`src/rtl/ssd_pkg.sv`:
```
`timescale 1ns / 1ps
// Shared types and constants for the descending selection sort core.
// No dependencies.
package ssd_pkg;

    localparam int DEPTH_DEF = 16;
    localparam int SCORE_W   = 32;
    localparam int ID_W      = 8;

    // One stored record: signed Q24.8 score plus its identifier
    typedef struct packed {
        logic signed [SCORE_W-1:0] score;
        logic [ID_W-1:0]           id;
    } t_rec;

endpackage

```
`src/rtl/selection_sort_descending_core.sv`:
```
`timescale 1ns / 1ps
// Descending selection sort core. Depends on ssd_pkg and ssd_store.
// Loading: one record request per cycle while busy is low.
// After the record marked last (n records stored), pass i reads entries i to n-1, lets
// the last read land, then writes back in S_SWAP; its result strobes in the cycle after
// S_SWAP. The receiver cannot stall. Synchronous active-low reset zeroes the fill count.
module selection_sort_descending_core #(
    parameter int DEPTH = ssd_pkg::DEPTH_DEF
) (
    input  logic                               i_clk,
    input  logic                               i_rst_n,
    input  logic                               start,
    output logic                               busy,
    input  logic signed [ssd_pkg::SCORE_W-1:0] i_score,
    input  logic [ssd_pkg::ID_W-1:0]           i_record_id,
    input  logic                               i_last,
    output logic                               o_res_strobe,
    output logic signed [ssd_pkg::SCORE_W-1:0] o_score_res,
    output logic [ssd_pkg::ID_W-1:0]           o_record_id_res,
    output logic                               o_last_out,
    output logic                               o_dropped
);

    localparam int IW = $clog2(DEPTH);
    localparam int CW = $clog2(DEPTH + 1);

    typedef enum logic [2:0] {
        S_LOAD = 3'b001,
        S_SCAN = 3'b010,
        S_SWAP = 3'b100
    } t_state;

    t_state        r_state;
    logic [CW-1:0] r_fill;
    logic          r_ovf;
    logic [IW-1:0] r_pass;
    logic [IW-1:0] r_addr;
    logic          r_issue_done;
    logic          r_rvld;
    logic [IW-1:0] r_ridx;
    logic [IW-1:0] r_best_idx;
    ssd_pkg::t_rec r_best;
    ssd_pkg::t_rec r_held;

    logic                               r_out_vld;
    logic signed [ssd_pkg::SCORE_W-1:0] r_out_score;
    logic [ssd_pkg::ID_W-1:0]           r_out_id;
    logic                               r_out_last;
    logic                               r_out_drop;

    logic          w_accept;
    logic          w_has_room;
    logic [IW-1:0] w_last_idx;
    logic          w_rd_en;
    logic          n_wr_en;
    logic [IW-1:0] n_wr_addr;
    ssd_pkg::t_rec n_wr_data;
    ssd_pkg::t_rec w_rd_data;
    ssd_pkg::t_rec w_in_rec;

    assign busy       = (r_state != S_LOAD);
    assign w_accept   = start && !busy;
    assign w_has_room = (r_fill < CW'(DEPTH));
    assign w_last_idx = IW'(r_fill - CW'(1));
    assign w_rd_en    = (r_state == S_SCAN) && !r_issue_done;

    assign w_in_rec.score = i_score;
    assign w_in_rec.id    = i_record_id;

    // store write mux: load request, or swap the old head entry into the winner's slot
    always_comb begin
        n_wr_en   = 1'b0;
        n_wr_addr = r_best_idx;
        n_wr_data = r_held;
        if (w_accept && w_has_room) begin
            n_wr_en   = 1'b1;
            n_wr_addr = r_fill[IW-1:0];
            n_wr_data = w_in_rec;
        end else if (r_state == S_SWAP) begin
            n_wr_en = 1'b1;
        end
    end

    ssd_store #(
        .DEPTH (DEPTH),
        .IW    (IW)
    ) u_store (
        .i_clk     (i_clk),
        .i_wr_en   (n_wr_en),
        .i_wr_addr (n_wr_addr),
        .i_wr_data (n_wr_data),
        .i_rd_en   (w_rd_en),
        .i_rd_addr (r_addr),
        .o_rd_data (w_rd_data)
    );

    // control sequencer
    always_ff @(posedge i_clk) begin
        if (!i_rst_n) begin
            r_state      <= S_LOAD;
            r_fill       <= '0;
            r_ovf        <= 1'b0;
            r_pass       <= '0;
            r_addr       <= '0;
            r_issue_done <= 1'b0;
            r_rvld       <= 1'b0;
            r_out_vld    <= 1'b0;
        end else begin
            r_out_vld <= 1'b0;
            unique case (r_state)
                S_LOAD: begin
                    r_rvld <= 1'b0;
                    if (w_accept) begin
                        if (w_has_room) begin
                            r_fill <= r_fill + CW'(1);
                        end else begin
                            r_ovf <= 1'b1;
                        end
                        if (i_last) begin
                            r_state      <= S_SCAN;
                            r_pass       <= '0;
                            r_addr       <= '0;
                            r_issue_done <= 1'b0;
                        end
                    end
                end
                S_SCAN: begin
                    // issue reads from the pass head to the last stored entry
                    r_rvld <= !r_issue_done;
                    if (!r_issue_done) begin
                        if (r_addr == w_last_idx) begin
                            r_issue_done <= 1'b1;
                        end else begin
                            r_addr <= r_addr + IW'(1);
                        end
                    end
                    // last compare lands this cycle
                    if (r_rvld && (r_ridx == w_last_idx)) begin
                        r_state <= S_SWAP;
                    end
                end
                S_SWAP: begin
                    r_rvld    <= 1'b0;
                    r_out_vld <= 1'b1;
                    if (r_pass == w_last_idx) begin
                        r_state <= S_LOAD;
                        r_fill  <= '0;
                        r_ovf   <= 1'b0;
                    end else begin
                        r_state      <= S_SCAN;
                        r_pass       <= r_pass + IW'(1);
                        r_addr       <= r_pass + IW'(1);
                        r_issue_done <= 1'b0;
                    end
                end
                default: begin
                    r_state <= S_LOAD;
                end
            endcase
        end
    end

    // read index is a registered copy of the issued address, aligned with the read data
    always_ff @(posedge i_clk) begin
        r_ridx <= r_addr;
    end

    // running maximum: first strictly largest wins; head entry is kept for the swap
    always_ff @(posedge i_clk) begin
        if (r_state == S_SCAN && r_rvld) begin
            if (r_ridx == r_pass) begin
                r_best     <= w_rd_data;
                r_held     <= w_rd_data;
                r_best_idx <= r_ridx;
            end else if (w_rd_data.score > r_best.score) begin
                r_best     <= w_rd_data;
                r_best_idx <= r_ridx;
            end
        end
    end

    // result registers
    always_ff @(posedge i_clk) begin
        if (r_state == S_SWAP) begin
            r_out_score <= r_best.score;
            r_out_id    <= r_best.id;
            r_out_last  <= (r_pass == w_last_idx);
            r_out_drop  <= r_ovf;
        end
    end

    assign o_res_strobe    = r_out_vld;
    assign o_score_res     = r_out_score;
    assign o_record_id_res = r_out_id;
    assign o_last_out      = r_out_last;
    assign o_dropped       = r_out_drop;

endmodule

```
`src/rtl/ssd_store.sv`:
```
`timescale 1ns / 1ps
// Record store: one write port, one read port with registered read data.
// Depends on ssd_pkg (t_rec).
module ssd_store #(
    parameter int DEPTH = ssd_pkg::DEPTH_DEF,
    parameter int IW    = $clog2(DEPTH)
) (
    input  logic          i_clk,
    input  logic          i_wr_en,
    input  logic [IW-1:0] i_wr_addr,
    input  ssd_pkg::t_rec i_wr_data,
    input  logic          i_rd_en,
    input  logic [IW-1:0] i_rd_addr,
    output ssd_pkg::t_rec o_rd_data
);

    ssd_pkg::t_rec r_mem [DEPTH];
    ssd_pkg::t_rec r_rd_data;

    // write port
    always_ff @(posedge i_clk) begin
        if (i_wr_en) begin
            r_mem[i_wr_addr] <= i_wr_data;
        end
    end

    // read port, registered read data, enabled by i_rd_en
    always_ff @(posedge i_clk) begin
        if (i_rd_en) begin
            r_rd_data <= r_mem[i_rd_addr];
        end
    end

    assign o_rd_data = r_rd_data;

endmodule
```
`config.mk`:
```
export PLATFORM = sky130hd
export DESIGN_NAME = selection_sort_descending_core
export DESIGN_NICKNAME = d
export VERILOG_FILES = /design/src/rtl/ssd_pkg.sv /design/src/rtl/selection_sort_descending_core.sv /design/src/rtl/ssd_store.sv
export SDC_FILE = /design/constraint.sdc
export NUM_CORES = 1
export LEC_CHECK = 0
export ABC_AREA = 1
export BUFFER_PORTS_ARGS = -buffer_cell sky130_fd_sc_hd__buf_4
export CORE_MARGIN = 4
export CORE_UTILIZATION = 60
export DETAILED_ROUTE_END_ITERATION = 10
export HOLD_SLACK_MARGIN = 0.12
export PLACE_DENSITY = 0.78
export SLEW_MARGIN = 15
export SYNTH_ARGS = -nofsm -noshare
export SYNTH_HDL_FRONTEND = slang
export SYNTH_SLANG_ARGS = --single-unit
```
`constraint.sdc`:
```
create_clock -name i_clk -period 5.75 [get_ports i_clk]
set_clock_uncertainty 0.1 [all_clocks]
set_input_delay 0.575 -clock i_clk [delete_from_list [all_inputs] [get_ports i_clk]]
set_output_delay 0.575 -clock i_clk [all_outputs]
set_load 0.01 [all_outputs]
```
; ---- After elaboration in Yosys (flattened, before gate mapping)
; Memory sizes are Yosys's and may differ from the RTL's. A register that Yosys moved wholly into a read port is not among the register bits.
; Cells that the tools add are included.
[classes]
add_sub_neg = 4
n_lt_le_gt_ge = 2
eq_ne = 17
n_mux = 37
n_reduce_logical = 20
[op_table]
columns = operator, n
row1 = 2-to-1 mux 40 bit, 3
row2 = > comparator 32 bit, 1
row3 = 2-to-1 mux 4 bit, 8
row4 = == test 4 bit, 4
row5 = AND reduction 4 bit, 4
row6 = 2-to-1 mux 5 bit, 3
row7 = "!= test 2 bit, second input constant", 7
row8 = 2-to-1 mux 1 bit, 12
row9 = case mux 4 bit (3 select lines), 1
row10 = case mux 5 bit (2 select lines), 1
row11 = 2-to-1 mux 3 bit, 3
row12 = case mux 3 bit (3 select lines), 1
row13 = "adder 4 x 1 -> 4 bit, second input constant", 2
row14 = case mux 4 bit (2 select lines), 1
row15 = AND reduction 6 bit, 1
row16 = nonzero test 2 bit, 3
row17 = "adder 5 x 1 -> 5 bit, second input constant", 1
row18 = logical AND 1 bit, 5
row19 = "less-than comparator 5 bit, second input constant", 1
row20 = "!= test 2 x 1 -> 1 bit, second input constant", 2
row21 = case mux 1 bit (2 select lines), 2
row22 = AND reduction 2 bit, 2
row23 = "subtractor 4 x 1 -> 4 bit, second input constant", 1
row24 = "== test 3 x 1 -> 1 bit, second input constant", 1
row25 = 9 further kinds, 10
[totals]
reg_bits = 150
ram_bits = 640
output_inout_bits = 44
wordCells = 99
n_memories = 1
[mem_list]
columns = memory, depth, width, read_ports, rd_clocked_by_memory_dff, write_ports, line_no
row1 = u_store.r_mem, 16, 40, 1, 1, 1, ssd_store.sv:17  ; ssd_pkg::t_rec r_mem [DEPTH];

; ---- Logic depth before layout (Yosys ltp)
[logic_depth]
word_depth = 7
ltp_mapped = 16

; ---- Hierarchy
; Synthesis repeated with hierarchy kept, for this count alone.
[hier_totals]
hier_cells = 3255
hier_area_um2 = 35263.8
[modules_own_cells]
columns = module, n_inst, cells_each, area_each_um2, seq_area_each_um2
row1 = ssd_store, 1, 2645, 28691.3, 20419.6
row2 = selection_sort_descending_core, 1, 610, 6572.6, 4264.1

; ---- Least setup slack after synthesis
; OpenSTA, ideal clock, no wires.
[synth_timing]
kind = input port to flip-flop
from = in start
to = mem u_store.r_mem[2][0] (netlist bit), enable pin
arrival_ns = 3.027
t_required_ns = 5.213
slack_ns = 2.185
stages = 7
path_cell_list = inv_1 nor3_2 inv_2 buf_4 o21ai_2 nand2_1 nor2_1
[synth_via]
elab_chain_cells = 5
[synth_lines]
columns = item, line_no
row1 = from (decl), selection_sort_descending_core.sv:12  ; input logic start,
row2 = logical AND 1 bit *, selection_sort_descending_core.sv:62  ; assign w_accept = start && !busy;
row3 = logical AND 1 bit *, selection_sort_descending_core.sv:75  ; if (w_accept && w_has_room) begin
row4 = 2-to-1 mux 1 bit, selection_sort_descending_core.sv:75
row5 = 2-to-1 mux 1 bit, ssd_store.sv:22  ; if (i_wr_en) begin
row6 = 2-to-1 mux 1 bit (not written as such), ssd_store.sv:23  ; r_mem[i_wr_addr] <= i_wr_data;
row7 = to (decl), ssd_store.sv:17
; Every way passes the cells marked *; elsewhere a longest branch is shown, timed or not.

==> results_tabular.tex <==
\begin{tabular}{lr}
\hline
Metric & Value \\
\hline
\multicolumn{2}{l}{\textbf{Outcome}} \\
Result of the run & finished, final reports clean \\
\multicolumn{2}{l}{\textbf{Floorplan}} \\
Height of the die & $\sim$240 µm \\
Std-Cell Rows & 85 \\
Full die area & 58100 µm² \\
Boundary Pins & 88 \\
Die extent in x & 241 µm \\
Core area & 53800 µm² \\
Starting utilization of the core area & 0.606 \\
\multicolumn{2}{l}{\textbf{STA}} \\
Worst Tran Pin Value & 1.09 ns \\
Maximum frequency from static timing analysis & 0.281 GHz \\
Final critical-path required period & 3.56 ns \\
Fin crit share & 0.619 \\
Hold violation count in the final report & 0 \\
Post-route worst hold slack & 0.319 ns \\
Max-slew violation count & 0 \\
Worst rel slew slack & 0.271 \\
Sum Neg Setup Slack & 0 ns \\
Setup repair after global routing missed its margin & false \\
Number of failing setup endpoints in the final timing report & 0 \\
\multicolumn{2}{l}{\textbf{Logic synthesis}} \\
Dominant combinational cell family by area after synthesis & compound AO/OA/AOI/OAI gates \\
Number of synthesized register bits & 830 \\
Synth warnings & 0 \\
Count of distinct cell types in the synthesized netlist & 50 \\
Number of cells produced by synthesis & 2366 \\
Synthesized-area fraction occupied by xor and xnor cells & 0.00161 \\
Post-Synthesis Mean Instance Area & 13.8 µm² \\
Proportion of synthesized area in mux cells & 0 \\
Seq/Total Area, Yosys & 0.757 \\
Simple-Gate Fraction of Synth Area & 0.0893 \\
Syn Nets & 2446 \\
Adder and majority cell fraction of the synthesized area & 0.0138 \\
Post-synthesis cell area & 32600 µm² \\
Compound-gate portion of the synthesized area & 0.107 \\
\multicolumn{2}{l}{\textbf{Final layout}} \\
Area occupied by multi-input gates & 7040 µm² \\
Total of fill cells in the finished design & 3549 \\
Final antenna diode count & 0 \\
Commonest cells after routing, fill and taps aside & sky130\_fd\_sc\_hd\_\_edfxtp\_1 (806), sky130\_fd\_sc\_hd\_\_nor2\_1 (344), sky130\_fd\_sc\_hd\_\_o21ai\_0 (328) \\
\# nets final & 2498 \\
Synth-to-Final Area Change & 11.0\% \\
Most frequent standard cell in the layout excluding fill and tap cells & sky130\_fd\_sc\_hd\_\_edfxtp\_1 \\
Area taken by flip-flops and latches & 24700 µm² \\
Layout cells sized above 1 & 0.110 \\
\multicolumn{2}{l}{\textbf{Route}} \\
Post-Route WL & slightly below 80 mm \\
DRC marker count from the first detailed-route iteration & 2716 \\
Count of unresolved DRC violations after routing & 0 \\
DRT Pass-1 Iters & 6 \\
Average wire length per cell after detail routing & between 20 and 25 µm \\
Via count normalized by instance count & between 6 and 7 \\
Post-detailed-route count of antenna-violating nets & 0 \\
Via Count & 20264 \\
\multicolumn{2}{l}{\textbf{Setup path}} \\
Nature of the critical path startpoint & flip-flop \\
CP Data Arrival Time & 3.80 ns \\
Worst Path Required & 5.99 ns \\
Setup slack of the worst register-to-register path & 2.19 ns \\
Crit Path Max Fanout & 174 \\
R2R Path End & u\_store.o\_rd\_data[7] \\
Launch point of the worst reg-to-reg path & r\_addr[0] \\
Worst-case reg-to-reg path depth & 6 \\
Type of element capturing the critical path & flip-flop \\
Type of the setup path with the least slack & flip-flop to flip-flop \\
\multicolumn{2}{l}{\textbf{Pwr}} \\
Clk pwr share & 0.300 \\
Proportion of power drawn by combinational gates & 0.228 \\
Maximum vdd drop & 0.000323 V \\
Net switching power figure & 0.00513 W \\
Switch share & 0.318 \\
Power Total & 0.0162 W \\
Seq pwr share & 0.472 \\
Power Density & between 400 and 500 nW/µm² \\
Internal portion of total power & between 0.01 and 0.015 W \\
Static Leak & 12.2 nW \\
\multicolumn{2}{l}{\textbf{Clock network}} \\
H-tree depth reported by CTS & 3 \\
Postcts setup bufs & 0 \\
TritonCTS Sinks & 830 \\
Maximum buffer depth of the clock tree & 3 \\
Worst-Skew Late Latency & 0.61 ns \\
Number of CTS-inserted buffers & between 70 and 80 \\
CTS tree & yes \\
\# resized after CTS & 0 \\
Root Buffer Master & sky130\_fd\_sc\_hd\_\_clkbuf\_16 \\
Reg clk slew, reported paths & 0.06 ns \\
\multicolumn{2}{l}{\textbf{GRT}} \\
Number of antenna violations at the first check in global routing & 2 \\
Combined global-route utilization of all metal layers & 0.264 \\
Pin count of the biggest net entering global routing & 241 \\
Global-route wire length before repair & 116 mm \\
Via count of the first global-routing pass & roughly 20000 \\
GR Overflow Total & 0 \\
\multicolumn{2}{l}{\textbf{Placed design}} \\
Number of buffers added on ports & 87 \\
Placer's final routability congestion estimate & 0.857 \\
Total half-perimeter wirelength after legalization and detailed placement & about 44 mm \\
\multicolumn{2}{l}{\textbf{Hold path}} \\
Hold WC Path Type & flip-flop to flip-flop \\
Hold wc startpoint & r\_best[4] \\
Hold Path Stages & 0 \\
Terminating pin of the worst hold path & o\_record\_id\_res[4] \\
\multicolumn{2}{l}{\textbf{Job}} \\
Number of maximum-capacitance constraint violations & 0 \\
\hline
\end{tabular}
## kinds of logic after synthesis
group | Yosys count
adder cells (fa/ha/maj) | 36
buffers and inverters | 214
flip-flops | 830
XOR/XNOR | 6
AND/OR/NAND/NOR | 713
AO/OA/AOI/OAI | 567
## Yosys cell counts, drive strengths merged
| library cell | count | area (µm²) |
|---|---|---|
| nor2 | 364 | 1380 |
| nand2 | 247 | 942 |
| nand3 | 75 | 390 |
| a22oi | 1 | 7.51 |
| nand4 | 10 | 62.6 |
| xnor2 | 4 | 35.0 |
| and3b | 1 | 8.76 |
| o211ai | 35 | 263 |
| o221ai | 126 | 1100 |
| inv | 65 | 251 |
| buf | 66 | 439 |
| nand3b | 3 | 35.0 |
| clkbuf | 80 | 304 |
| or2 | 4 | 25.0 |
| o31ai | 2 | 15.0 |
| nor3 | 5 | 35.0 |
| clkinv | 3 | 12.5 |
| and2 | 1 | 6.26 |
| a22o | 1 | 8.76 |
| o22ai | 35 | 219 |
| ha | 36 | 450 |
| nor4 | 1 | 6.26 |
| o311ai | 1 | 8.76 |
| a21oi | 30 | 154 |
| edfxtp | 806 | 24200 |
| dfxtp | 24 | 480 |
| xor2 | 2 | 17.5 |
| o21ai | 332 | 1670 |
| o21a | 3 | 22.5 |
| a21boi | 1 | 7.51 |
| nor3b | 2 | 15.0 |
## layer usage
metal	global-route usage	wire [µm]	vias to the layer above	share of wire
met2	0.424	37000	1270	0.48
li1	-	-	8953	-
met3	0.0490	8050	168	0.10
met5	0	12	-	0.00016
met1	0.371	30000	9871	0.39
met4	0.0911	2320	2	0.030
## worst max-delay path: stages (launching register included)
cell,delay [ns]
sky130_fd_sc_hd__dfxtp_4,0.94
sky130_fd_sc_hd__clkinv_8,0.77
sky130_fd_sc_hd__buf_12,0.51
sky130_fd_sc_hd__o21ai_0,0.32
sky130_fd_sc_hd__o221ai_1,0.15
sky130_fd_sc_hd__nand3_1,0.23
sky130_fd_sc_hd__nand2_1,0.10
## state kept, by name (all words and copies together) (netlist names), 4 cells and up
name	flops
r_pass	4
r_held	40
r_ridx	4
u_store.r_mem	640
o_score_res	32
r_best_idx	4
o_record_id_res	8
r_best	40
r_fill	5
r_addr	4
u_store.o_rd_data	40
## worst max-delay path by stage
| stage | depth (start not counted) | endpoint | from | slack (ns) |
|---|---|---|---|---|
| global route | 6 | u_store.o_rd_data[2] | r_addr[0] | 2.03 |
| detailed placement | 9 | u_store.r_mem[15][23] | start | 2.01 |
| finish | 6 | u_store.o_rd_data[7] | r_addr[0] | 2.19 |
| global placement | 9 | u_store.r_mem[15][19] | start | 2.15 |
| CTS | 8 | u_store.r_mem[15][26] | r_state[2] | 2.24 |
| floorplan | 7 | u_store.r_mem[2][0] | start | 2.19 |
## what timing repair did
| item | CTS | global route |
|---|---|---|
| setup endpoints to repair | 0 | 0 |
| hold buffers | 1 | 0 |
| endpoints found under the hold margin | 1 | 0 |
## through the flow
stage                     cells  utilization  instance area [µm²]  setup WS, ns
after floorplan            2366            -                32600          2.19
after global placement     3034        0.628                33800          2.15
final                      3172        0.672                36200          2.19
after global routing       3172        0.672                36200          2.03
after CTS                  3172        0.672                36200          2.24
after detailed placement   3034        0.628                33800          2.01
## cell type report
| type | instances | area share |
|---|---|---|
| well taps | 696 | 0.0241 |
| repair buffers | 119 | 0.0255 |
| inverters | 68 | 0.00761 |
| clock inverters | 42 | 0.00886 |
| clock buffers | 95 | 0.0563 |
| flip-flops and latches | 830 | 0.683 |
| multi-input cells | 1322 | 0.195 |
## power groups by stage
stage               combinational (W)  clock (W)  sequential (W)
floorplan                     0.00260          0         0.00753
global placement              0.00346          0         0.00773
detailed placement            0.00359          0         0.00774
CTS                           0.00363    0.00488         0.00762
global route                  0.00401    0.00515         0.00765
finish                        0.00368    0.00485         0.00762
No activity file was read; power rests on OpenSTA's default activity.
